## src/hdl/msm_pkg.sv

```systemverilog
package msm_pkg;

    localparam logic [16:0] ONE_Q16         = 17'h10000;
    localparam logic [16:0] SWAP_MIN_VOLUME = 17'd13107;

    localparam logic [2:0] REG_IDLE_THRESHOLD  = 3'd0;
    localparam logic [2:0] REG_SWING_GAIN      = 3'd1;
    localparam logic [2:0] REG_CROSSFADE_LOW   = 3'd2;
    localparam logic [2:0] REG_CROSSFADE_GAIN  = 3'd3;
    localparam logic [2:0] REG_GRAVITY_GAIN    = 3'd4;
    localparam logic [2:0] REG_HUM_BASE_VOLUME = 3'd5;
    localparam logic [2:0] REG_HUM_DUCK_DEPTH  = 3'd6;
    localparam logic [2:0] REG_SWAP_COOLDOWN   = 3'd7;

    typedef struct packed {
        logic [15:0]        idle_threshold;
        logic [15:0]        swing_gain;
        logic [15:0]        crossfade_low;
        logic [15:0]        crossfade_gain;
        logic signed [15:0] gravity_gain;
        logic [13:0]        hum_base_volume;
        logic [15:0]        hum_duck_depth;
        logic [15:0]        swap_cooldown_ms;
    } t_cfg;

    typedef struct packed {
        logic               idle_pos;
        logic [15:0]        idle_diff;
        logic               cf_pos;
        logic [15:0]        cf_diff;
        logic signed [15:0] orientation_term;
        logic               burst_flag;
        logic [31:0]        time_ms;
    } t_item;

    typedef struct packed {
        logic [13:0] swing_low_volume;
        logic [13:0] swing_high_volume;
        logic [13:0] hum_volume;
        logic        burst_trigger;
        logic        swap_request;
    } t_result;

    typedef enum logic [2:0] {
        S_IDLE,
        S_MASTER,
        S_BASE,
        S_GRAV,
        S_MIX,
        S_PROD,
        S_HUM,
        S_DONE
    } t_state;

    function automatic logic [16:0] clamp_q16(input logic signed [36:0] v);
        logic [16:0] r;
        if (v[36]) begin
            r = 17'd0;
        end else if (v > 37'sh10000) begin
            r = ONE_Q16;
        end else begin
            r = v[16:0];
        end
        return r;
    endfunction

endpackage

```

## src/hdl/msm_front.sv

```systemverilog
module msm_front (
    input  logic                 i_clk,
    input  logic                 i_rst_n,
    input  msm_pkg::t_cfg        i_cfg,
    input  logic                 push,
    output logic                 full,
    input  logic [15:0]          i_kinetic_energy,
    input  logic signed [15:0]   i_orientation_term,
    input  logic                 i_burst_flag,
    input  logic [31:0]          i_time_ms,
    input  logic                 i_q_full,
    output logic                 o_q_push,
    output msm_pkg::t_item       o_q_item
);
    import msm_pkg::*;

    logic  r_valid;
    logic  n_valid;
    t_item r_item;
    t_item n_item;
    logic  accept;

    assign full     = r_valid && i_q_full;
    assign accept   = push && !full;
    assign o_q_push = r_valid;
    assign o_q_item = r_item;

    always_comb begin
        n_item                  = r_item;
        n_item.idle_pos         = i_kinetic_energy > i_cfg.idle_threshold;
        n_item.idle_diff        = i_kinetic_energy - i_cfg.idle_threshold;
        n_item.cf_pos           = i_kinetic_energy > i_cfg.crossfade_low;
        n_item.cf_diff          = i_kinetic_energy - i_cfg.crossfade_low;
        n_item.orientation_term = i_orientation_term;
        n_item.burst_flag       = i_burst_flag;
        n_item.time_ms          = i_time_ms;
    end

    always_comb begin
        n_valid = r_valid;
        if (accept) begin
            n_valid = 1'b1;
        end else if (r_valid && !i_q_full) begin
            n_valid = 1'b0;
        end
    end

    always_ff @(posedge i_clk) begin
        if (!i_rst_n) begin
            r_valid <= 1'b0;
        end else begin
            r_valid <= n_valid;
        end
    end

    always_ff @(posedge i_clk) begin
        if (accept) begin
            r_item <= n_item;
        end
    end

endmodule

```

## src/hdl/msm_queue.sv

```systemverilog
module msm_queue (
    input  logic           i_clk,
    input  logic           i_rst_n,
    input  logic           i_push,
    input  msm_pkg::t_item i_item,
    output logic           o_full,
    input  logic           i_pop,
    output msm_pkg::t_item o_item,
    output logic           o_empty
);
    import msm_pkg::*;

    t_item       r_mem [2];
    logic        r_wr_ptr;
    logic        r_rd_ptr;
    logic [1:0]  r_count;
    logic        do_push;
    logic        do_pop;

    assign o_full  = r_count == 2'd2;
    assign o_empty = r_count == 2'd0;
    assign do_push = i_push && !o_full;
    assign do_pop  = i_pop && !o_empty;
    assign o_item  = r_mem[r_rd_ptr];

    always_ff @(posedge i_clk) begin
        if (!i_rst_n) begin
            r_wr_ptr <= 1'b0;
            r_rd_ptr <= 1'b0;
            r_count  <= 2'd0;
        end else begin
            if (do_push) begin
                r_wr_ptr <= !r_wr_ptr;
            end
            if (do_pop) begin
                r_rd_ptr <= !r_rd_ptr;
            end
            if (do_push && !do_pop) begin
                r_count <= r_count + 2'd1;
            end else if (do_pop && !do_push) begin
                r_count <= r_count - 2'd1;
            end
        end
    end

    always_ff @(posedge i_clk) begin
        if (do_push) begin
            r_mem[r_wr_ptr] <= i_item;
        end
    end

endmodule

```

## src/hdl/msm_back.sv

```systemverilog
module msm_back (
    input  logic             i_clk,
    input  logic             i_rst_n,
    input  msm_pkg::t_cfg    i_cfg,
    input  logic             i_q_empty,
    input  msm_pkg::t_item   i_q_item,
    output logic             o_q_pop,
    input  logic             i_pop,
    output logic             o_out_valid,
    output msm_pkg::t_result o_result
);
    import msm_pkg::*;

    t_state              r_state;
    t_state              n_state;
    t_item               r_item;
    logic signed [35:0]  r_prod;
    logic [16:0]         r_master;
    logic [16:0]         r_base;
    logic [16:0]         r_mix;
    logic [16:0]         r_duck;
    logic [32:0]         r_pmix;
    logic                r_swap_pending;
    logic                r_was_moving;
    logic [31:0]         r_last_motion;
    logic                r_out_valid;
    t_result             r_result;

    logic signed [17:0]  mul_a;
    logic signed [17:0]  mul_b;
    logic signed [35:0]  mul_p;
    logic signed [36:0]  mix_sum;
    logic [32:0]         low_x;
    logic [46:0]         low_y;
    logic [46:0]         high_y;
    logic [31:0]         idle_time;
    logic                out_free;
    logic                finish;
    logic                req;
    logic                n_swap_pending;
    logic                n_was_moving;
    t_result             n_result;

    assign out_free    = !r_out_valid || i_pop;
    assign finish      = (r_state == S_DONE) && out_free;
    assign o_q_pop     = (r_state == S_IDLE) && !i_q_empty;
    assign o_out_valid = r_out_valid;
    assign o_result    = r_result;

    always_comb begin
        n_state = r_state;
        case (r_state)
            S_IDLE:   n_state = i_q_empty ? S_IDLE : S_MASTER;
            S_MASTER: n_state = S_BASE;
            S_BASE:   n_state = S_GRAV;
            S_GRAV:   n_state = S_MIX;
            S_MIX:    n_state = S_PROD;
            S_PROD:   n_state = S_HUM;
            S_HUM:    n_state = S_DONE;
            S_DONE:   n_state = out_free ? S_IDLE : S_DONE;
            default:  n_state = S_IDLE;
        endcase
    end

    always_comb begin
        mul_a = 18'sd0;
        mul_b = 18'sd0;
        case (r_state)
            S_MASTER: begin
                mul_a = r_item.idle_pos ? $signed({2'b00, r_item.idle_diff}) : 18'sd0;
                mul_b = $signed({2'b00, i_cfg.swing_gain});
            end
            S_BASE: begin
                mul_a = r_item.cf_pos ? $signed({2'b00, r_item.cf_diff}) : 18'sd0;
                mul_b = $signed({2'b00, i_cfg.crossfade_gain});
            end
            S_GRAV: begin
                mul_a = {{2{r_item.orientation_term[15]}}, r_item.orientation_term};
                mul_b = {{2{i_cfg.gravity_gain[15]}}, i_cfg.gravity_gain};
            end
            S_MIX: begin
                mul_a = $signed({1'b0, r_master});
                mul_b = $signed({2'b00, i_cfg.hum_duck_depth});
            end
            S_PROD: begin
                mul_a = $signed({1'b0, r_master});
                mul_b = $signed({1'b0, r_mix});
            end
            S_HUM: begin
                mul_a = $signed({4'b0000, i_cfg.hum_base_volume});
                mul_b = $signed({1'b0, ONE_Q16 - r_duck});
            end
            default: begin
                mul_a = 18'sd0;
                mul_b = 18'sd0;
            end
        endcase
    end

    assign mul_p   = mul_a * mul_b;
    assign mix_sum = $signed({20'd0, r_base}) + {r_prod[35], (r_prod >>> 12)};

    assign low_x  = {r_master, 16'd0} - r_pmix;
    assign low_y  = {low_x, 14'd0} - {14'd0, low_x};
    assign high_y = {r_pmix, 14'd0} - {14'd0, r_pmix};

    assign idle_time = r_item.time_ms - r_last_motion;

    always_comb begin
        req            = 1'b0;
        n_swap_pending = r_swap_pending || (r_master > SWAP_MIN_VOLUME);
        n_was_moving   = r_was_moving;
        if (r_master != 17'd0) begin
            n_was_moving = 1'b1;
        end else if (r_was_moving) begin
            n_was_moving = 1'b0;
        end else if (n_swap_pending && (idle_time >= {16'd0, i_cfg.swap_cooldown_ms})) begin
            req            = 1'b1;
            n_swap_pending = 1'b0;
        end
        n_result.swing_low_volume  = low_y[45:32];
        n_result.swing_high_volume = high_y[45:32];
        n_result.hum_volume        = r_prod[29:16];
        n_result.burst_trigger     = r_item.burst_flag;
        n_result.swap_request      = req;
    end

    always_ff @(posedge i_clk) begin
        if (!i_rst_n) begin
            r_state        <= S_IDLE;
            r_swap_pending <= 1'b0;
            r_was_moving   <= 1'b0;
            r_last_motion  <= 32'd0;
            r_out_valid    <= 1'b0;
        end else begin
            r_state <= n_state;
            if (finish) begin
                r_swap_pending <= n_swap_pending;
                r_was_moving   <= n_was_moving;
                if (r_master != 17'd0) begin
                    r_last_motion <= r_item.time_ms;
                end
                r_out_valid <= 1'b1;
            end else if (i_pop) begin
                r_out_valid <= 1'b0;
            end
        end
    end

    always_ff @(posedge i_clk) begin
        if (o_q_pop) begin
            r_item <= i_q_item;
        end
        if (r_state != S_DONE) begin
            r_prod <= mul_p;
        end
        case (r_state)
            S_BASE:  r_master <= clamp_q16({r_prod[35], r_prod});
            S_GRAV:  r_base   <= clamp_q16({r_prod[35], r_prod});
            S_MIX:   r_mix    <= clamp_q16(mix_sum);
            S_PROD:  r_duck   <= r_prod[32:16];
            S_HUM:   r_pmix   <= r_prod[32:0];
            default: r_duck   <= r_duck;
        endcase
        if (finish) begin
            r_result <= n_result;
        end
    end

endmodule

```

## src/hdl/motion_swing_sound_mixer.sv

```systemverilog
// Swing sound mixer driven by motion samples.
// Input channel: a word of kinetic energy, orientation term, burst flag and
// timestamp is taken when push is high and full is low.
// Result channel: while empty is low the oldest result word is on the output
// ports, and it is taken when pop is high.
// Each word passes through an input stage, a two-word queue and a compute
// engine that runs six steps on one shared 18 by 18 multiplier and then
// writes an output register. The engine works on one word at a time, and
// the input stage and the queue take new words while it does so.
// A stalled receiver holds the output register; the engine finishes the next
// word and waits, and the input keeps taking words until the queue and the
// input stage are full.
// Configuration registers sit on the APB port at byte address 4 times their
// index. The user must write them only while the block holds no words; the
// block does not enforce this. Synchronous reset restores the register
// defaults, clears the swap tracker and empties every stage.
module motion_swing_sound_mixer (
    input  logic                 i_clk,
    input  logic                 i_rst_n,
    input  logic                 psel,
    input  logic                 penable,
    input  logic                 pwrite,
    input  logic [4:0]           paddr,
    input  logic [31:0]          pwdata,
    output logic [31:0]          prdata,
    output logic                 pready,
    input  logic                 push,
    output logic                 full,
    input  logic [15:0]          i_kinetic_energy,
    input  logic signed [15:0]   i_orientation_term,
    input  logic                 i_burst_flag,
    input  logic [31:0]          i_time_ms,
    output logic                 empty,
    input  logic                 pop,
    output logic [13:0]          o_swing_low_volume,
    output logic [13:0]          o_swing_high_volume,
    output logic [13:0]          o_hum_volume,
    output logic                 o_burst_trigger,
    output logic                 o_swap_request
);
    import msm_pkg::*;

    t_cfg    r_cfg;
    logic    cfg_wr;
    logic    [2:0] cfg_idx;
    logic    q_full;
    logic    q_push;
    t_item   q_in_item;
    logic    q_pop;
    t_item   q_out_item;
    logic    q_empty;
    logic    out_valid;
    t_result result;

    assign pready  = 1'b1;
    assign cfg_wr  = psel && penable && pwrite;
    assign cfg_idx = paddr[4:2];

    always_ff @(posedge i_clk) begin
        if (!i_rst_n) begin
            r_cfg.idle_threshold   <= 16'd256;
            r_cfg.swing_gain       <= 16'd256;
            r_cfg.crossfade_low    <= 16'd256;
            r_cfg.crossfade_gain   <= 16'd256;
            r_cfg.gravity_gain     <= 16'sd0;
            r_cfg.hum_base_volume  <= 14'd8192;
            r_cfg.hum_duck_depth   <= 16'd32768;
            r_cfg.swap_cooldown_ms <= 16'd500;
        end else if (cfg_wr) begin
            case (cfg_idx)
                REG_IDLE_THRESHOLD:  r_cfg.idle_threshold   <= pwdata[15:0];
                REG_SWING_GAIN:      r_cfg.swing_gain       <= pwdata[15:0];
                REG_CROSSFADE_LOW:   r_cfg.crossfade_low    <= pwdata[15:0];
                REG_CROSSFADE_GAIN:  r_cfg.crossfade_gain   <= pwdata[15:0];
                REG_GRAVITY_GAIN:    r_cfg.gravity_gain     <= $signed(pwdata[15:0]);
                REG_HUM_BASE_VOLUME: r_cfg.hum_base_volume  <= pwdata[13:0];
                REG_HUM_DUCK_DEPTH:  r_cfg.hum_duck_depth   <= pwdata[15:0];
                REG_SWAP_COOLDOWN:   r_cfg.swap_cooldown_ms <= pwdata[15:0];
                default:             r_cfg                  <= r_cfg;
            endcase
        end
    end

    always_comb begin
        case (cfg_idx)
            REG_IDLE_THRESHOLD:  prdata = {16'd0, r_cfg.idle_threshold};
            REG_SWING_GAIN:      prdata = {16'd0, r_cfg.swing_gain};
            REG_CROSSFADE_LOW:   prdata = {16'd0, r_cfg.crossfade_low};
            REG_CROSSFADE_GAIN:  prdata = {16'd0, r_cfg.crossfade_gain};
            REG_GRAVITY_GAIN:    prdata = {{16{r_cfg.gravity_gain[15]}}, r_cfg.gravity_gain};
            REG_HUM_BASE_VOLUME: prdata = {18'd0, r_cfg.hum_base_volume};
            REG_HUM_DUCK_DEPTH:  prdata = {16'd0, r_cfg.hum_duck_depth};
            REG_SWAP_COOLDOWN:   prdata = {16'd0, r_cfg.swap_cooldown_ms};
            default:             prdata = 32'd0;
        endcase
    end

    msm_front u_front (
        .i_clk              (i_clk),
        .i_rst_n            (i_rst_n),
        .i_cfg              (r_cfg),
        .push               (push),
        .full               (full),
        .i_kinetic_energy   (i_kinetic_energy),
        .i_orientation_term (i_orientation_term),
        .i_burst_flag       (i_burst_flag),
        .i_time_ms          (i_time_ms),
        .i_q_full           (q_full),
        .o_q_push           (q_push),
        .o_q_item           (q_in_item)
    );

    msm_queue u_queue (
        .i_clk   (i_clk),
        .i_rst_n (i_rst_n),
        .i_push  (q_push),
        .i_item  (q_in_item),
        .o_full  (q_full),
        .i_pop   (q_pop),
        .o_item  (q_out_item),
        .o_empty (q_empty)
    );

    msm_back u_back (
        .i_clk       (i_clk),
        .i_rst_n     (i_rst_n),
        .i_cfg       (r_cfg),
        .i_q_empty   (q_empty),
        .i_q_item    (q_out_item),
        .o_q_pop     (q_pop),
        .i_pop       (pop),
        .o_out_valid (out_valid),
        .o_result    (result)
    );

    assign empty               = !out_valid;
    assign o_swing_low_volume  = result.swing_low_volume;
    assign o_swing_high_volume = result.swing_high_volume;
    assign o_hum_volume        = result.hum_volume;
    assign o_burst_trigger     = result.burst_trigger;
    assign o_swap_request      = result.swap_request;

endmodule

```

## config.mk

```make
export PLATFORM = sky130hd
export DESIGN_NAME = motion_swing_sound_mixer
export DESIGN_NICKNAME = d
export VERILOG_FILES = /design/src/hdl/msm_pkg.sv /design/src/hdl/msm_front.sv /design/src/hdl/msm_queue.sv /design/src/hdl/msm_back.sv /design/src/hdl/motion_swing_sound_mixer.sv
export SDC_FILE = /design/constraint.sdc
export NUM_CORES = 2
export LEC_CHECK = 0
export BUFFER_PORTS_ARGS = -buffer_cell sky130_fd_sc_hd__buf_2
export CAP_MARGIN = 25
export CORE_MARGIN = 2
export CORE_UTILIZATION = 40
export CTS_CLUSTER_DIAMETER = 50
export DETAILED_ROUTE_END_ITERATION = 10
export HOLD_SLACK_MARGIN = 0.12
export SYNTH_ARGS = -nofsm -noshare
export SYNTH_HDL_FRONTEND = slang
export SYNTH_HIERARCHICAL = 1
export SYNTH_SLANG_ARGS = --single-unit
```

## constraint.sdc

```tcl
create_clock -name i_clk -period 21.9 [get_ports i_clk]
set_clock_uncertainty 0.1 [all_clocks]
set_input_delay 3.285 -clock i_clk [delete_from_list [all_inputs] [get_ports i_clk]]
set_output_delay 3.285 -clock i_clk [all_outputs]
set_load 0.02 [all_outputs]
```

==> impl_metrics.yaml <==
synth:
  yosys-top-cells-count: "inv_1, nand2_1, edfxtp_1, fa_1, nor2_1"
  synth_top_area_share_pct: 32.78
  ys_seq_elements: 683
  ys_types: 117
  syn_area_um2: 47000
  synth.most_common_cell: "inv_1"
  synth.yosys.seq_area_share_pct: 40.02
  synth_edf_count: 513
  yosysWarnings: 6
  synth-main-ff-cell: "edfxtp_1"
  netlist.top_cell.by_area: "edfxtp_1"
  syn_area_per_cell_um2: 10.37
  synthTopCellsByArea: "edfxtp_1, fa_1, dfxtp_1, ha_1, inv_1"
  syn-num-nets: 5221
  syn_inst: 4532
  synthArstFlopShare_pct: 0
setup_path:
  path_class: "flip-flop to flip-flop"
  start_kind: "flip-flop"
  cpMaxStageDelayCell: "nor3_2"
  ff2ff_setup_slack_ns: 11.25
  cp-end-kind: "flip-flop"
  cp_slowest_stage_delay_ns: 0.78
  worstReg2RegStart: "u_back/r_state[1]$_SDFF_PN0_"
  cpMostUsedCell: "fa_1"
  cp.required_ns: 22.19
  cp_top_family: "adder cells"
  crit_cells: 27
  critPathArrivalTime_ns: 10.94
  r2r_end: "u_back/r_prod[34]$_DFFE_PP_"
  critical_path_buf_inv_count: 5
  rr_worst_depth: 27
  path_max_fanout: 52
timing:
  whs_ns: 0.3379
  max_freq_ghz: 0.09392
  post-route-period-util_pct: 48.62
  rsz0062_at_grt: "false"
  final.setup.tns_ns: 0
  final-setup-viol-count: 0
  slew_violations: 0
  relSlewSlack_pct: 20.28
  fin_crit_ns: 10.65
  worst_pin_slew_ns: 1.196
  finalHoldViolCount: 0
clock_tree:
  clockBufferDepth: 3
  root_buffer: "clkbuf_16"
  cts_tree: "built"
  cts_setup_buffers: 0
  numCtsBuffers: 90
  htree_levels: 3
  clkLatencyLatePin_ns: 0.68
  clk_pin_slew_worst_paths_ns: 0.06
  clock-sinks: 683
  hold_buffers: 0
  post_cts_resized: 0
grt:
  antenna_found_initial: 5
  grt.met1_usage_pct: 29.88
  grt.overflow.total: 0
  top_usage_layer: "met2"
  grt_pass1_wl_um: 205600
  grt_max_degree: 107
  groute.usage.overall_pct: 22.33
  grt_util_met2_pct: 35.75
  gr-usage-met3_pct: 3.745
  grt_pass1_vias: 34092
drt:
  wl_um: 133400
  vias: 33769
  via_per_inst: 5.395
  drc: 0
  firstDrtPassIters: 7
  wire_per_inst_um: 21.31
  drtIter0Drc: 2786
  ant_nets: 0
placed_design:
  numPortBuffers: 168
  gp_congestion: 0.9006
  dp_hpwl_um: 100600
die:
  start_util_pct: 40.39
  dieArea_um2: 120300
  die_width_um: 346.8
  die_h_um: 346.8
  core_area_um2: 116400
  io_pins: 188
  core.rowCount: 125
pwr:
  intPower_mw: 2.954
  pwr_density_cell_nw_per_um2: 88.22
  p_comb_share_pct: 30.9
  vdd_ir_drop_max_mv: 0.06189
  switching_power_mw: 1.667
  clkPwrFrac_pct: 31.7
  netSwitchingFraction_pct: 36.08
  pwr-share-seq_pct: 37.5
  p_leak_nw: 21.04
min_path:
  hold_depth: 0
  hold_end: "u_queue/r_mem[0][23]$_DFFE_PP_"
  worst_hold_path_type: "flip-flop to flip-flop"
  min_from: "u_front/o_q_item[23]$_DFFE_PP_"
cells_and_area:
  drive_above_1_share_pct: 11.27
  fillers: 11016
  nets: 5342
  area_growth_pct: 11.44
run_status:
  status: "completed"
flow_run:
  cap_viol_max_count: 0
==> kinds of logic after synthesis <==
kind of cell / Yosys count / synth area share, %
mux: 154 / 3.639
simple gates: 1325 / 13.13
fa+ha+maj: 580 / 20.76
buf+inv: 810 / 6.996
compound gates: 814 / 12.33
flops: 683 / 40.02
xor+xnor: 165 / 3.123
other cells: 1 / 0.007978
==> worst max path at each step <==
| stage | from | end | slack, ns |
|---|---|---|---|
| 2_1_floorplan | u_back/r_state[2]$_SDFF_PN0_ | u_queue/r_count[1]$_SDFFE_PN0P_ | 10.60 |
| 3_3_place_gp | u_back/r_state[1]$_SDFF_PN0_ | u_back/r_prod[34]$_DFFE_PP_ | 11.45 |
| 3_5_place_dp | u_back/r_state[1]$_SDFF_PN0_ | u_back/r_prod[34]$_DFFE_PP_ | 11.39 |
| 4_1_cts | u_back/r_state[1]$_SDFF_PN0_ | u_back/r_prod[34]$_DFFE_PP_ | 11.34 |
| 5_1_grt | u_back/r_state[1]$_SDFF_PN0_ | u_back/r_prod[34]$_DFFE_PP_ | 10.83 |
| 6_report | u_back/r_state[1]$_SDFF_PN0_ | u_back/r_prod[34]$_DFFE_PP_ | 11.25 |
==> worst register-to-register path, delay by kind of cell, from the launching register on <==
| kind | cells | cell delay, ns |
|---|---|---|
| adders and majority gates | 7 | 3.47 |
| AOI/OAI and AO/OA | 10 | 2.58 |
| and+or+nand+nor | 4 | 2.40 |
| buffers and inverters | 5 | 1.03 |
| xor gates and xnor gates | 1 | 0.49 |
| DFF | 1 | 0.31 |
==> area by class of cell <==
class,count,area [µm²],share of cell area [%]
Tap cell,1524,1907,3.640
Multi-Input combinational cell,3039,24980,47.70
Timing Repair Buffer,236,1365,2.606
Antenna cell,5,12.51,0.02389
Clock inverter,63,669.4,1.278
Inverter,603,2263,4.321
Sequential cell,683,18820,35.92
Clock buffer,106,2362,4.510
==> power groups by stage <==
| stage | Clock (mW) | Sequential (mW) | Combinational [mW] |
|---|---|---|---|
| CTS | 1.49 | 1.73 | 1.42 |
| floorplan | 0 | 1.72 | 0.984 |
| global placement | 0 | 1.75 | 1.40 |
| detailed placement | 0 | 1.76 | 1.41 |
| global route | 1.55 | 1.74 | 1.57 |
| finish | 1.46 | 1.73 | 1.43 |
==> metal layers <==
layer	wire length, µm	part of all wire [%]
met5	25	0.019
met4	5897	4.4
met3	8654	6.5
met2	60880	46
met1	57940	43
==> layout by cell type, fill, tap and decap left out, types with 40 or more instances in the layout <==
master / instances
a21boi_0: 82
a21boi_1: 74
a21o_1: 63
a21oi_1: 157
and2_1: 43
buf_2: 167
buf_4: 66
clkbuf_16: 90
dfxtp_1: 166
edfxtp_1: 513
fa_1: 333
ha_1: 247
inv_1: 602
mux2_1: 72
mux2i_1: 40
nand2_1: 568
nand2b_1: 40
nand3_1: 61
nor2_1: 321
nor3_1: 44
o21ai_0: 122
xnor2_1: 105
xor2_1: 57
==> flip-flops by register name, indices dropped and copies added, names as in the netlist, named ones only <==
signal	cells
u_queue/r_count	2
u_back/r_state	3
u_back/r_duck	17
u_back/r_was_moving	1
u_front/o_q_push	1
u_front/o_q_item	83
u_back/o_out_valid	1
u_back/o_result	44
u_back/r_prod	36
u_queue/r_wr_ptr	1
u_queue/r_rd_ptr	1
u_back/r_swap_pending	1
u_back/n_result	1
r_cfg	126
u_back/r_pmix	33
u_back/r_last_motion	32
u_queue/r_mem	166
u_back/r_base	17
u_back/r_master	17
u_back/r_item	82
u_back/r_mix	17
==> metrics by stage <==
stage	setup slack, ns	cell area, µm²	power, mW	utilization (%)	std cells
2_1_floorplan	10.60	47000	2.708	-	4532
3_3_place_gp	11.45	49300	3.153	42.37	6082
3_5_place_dp	11.39	49330	3.164	42.40	6085
4_1_cts	11.34	52370	4.642	45.00	6254
5_1_grt	10.83	52370	4.867	45.01	6257
6_report	11.25	52380	4.621	45.01	6259
Note: power is estimated with default switching activity, not from simulation.
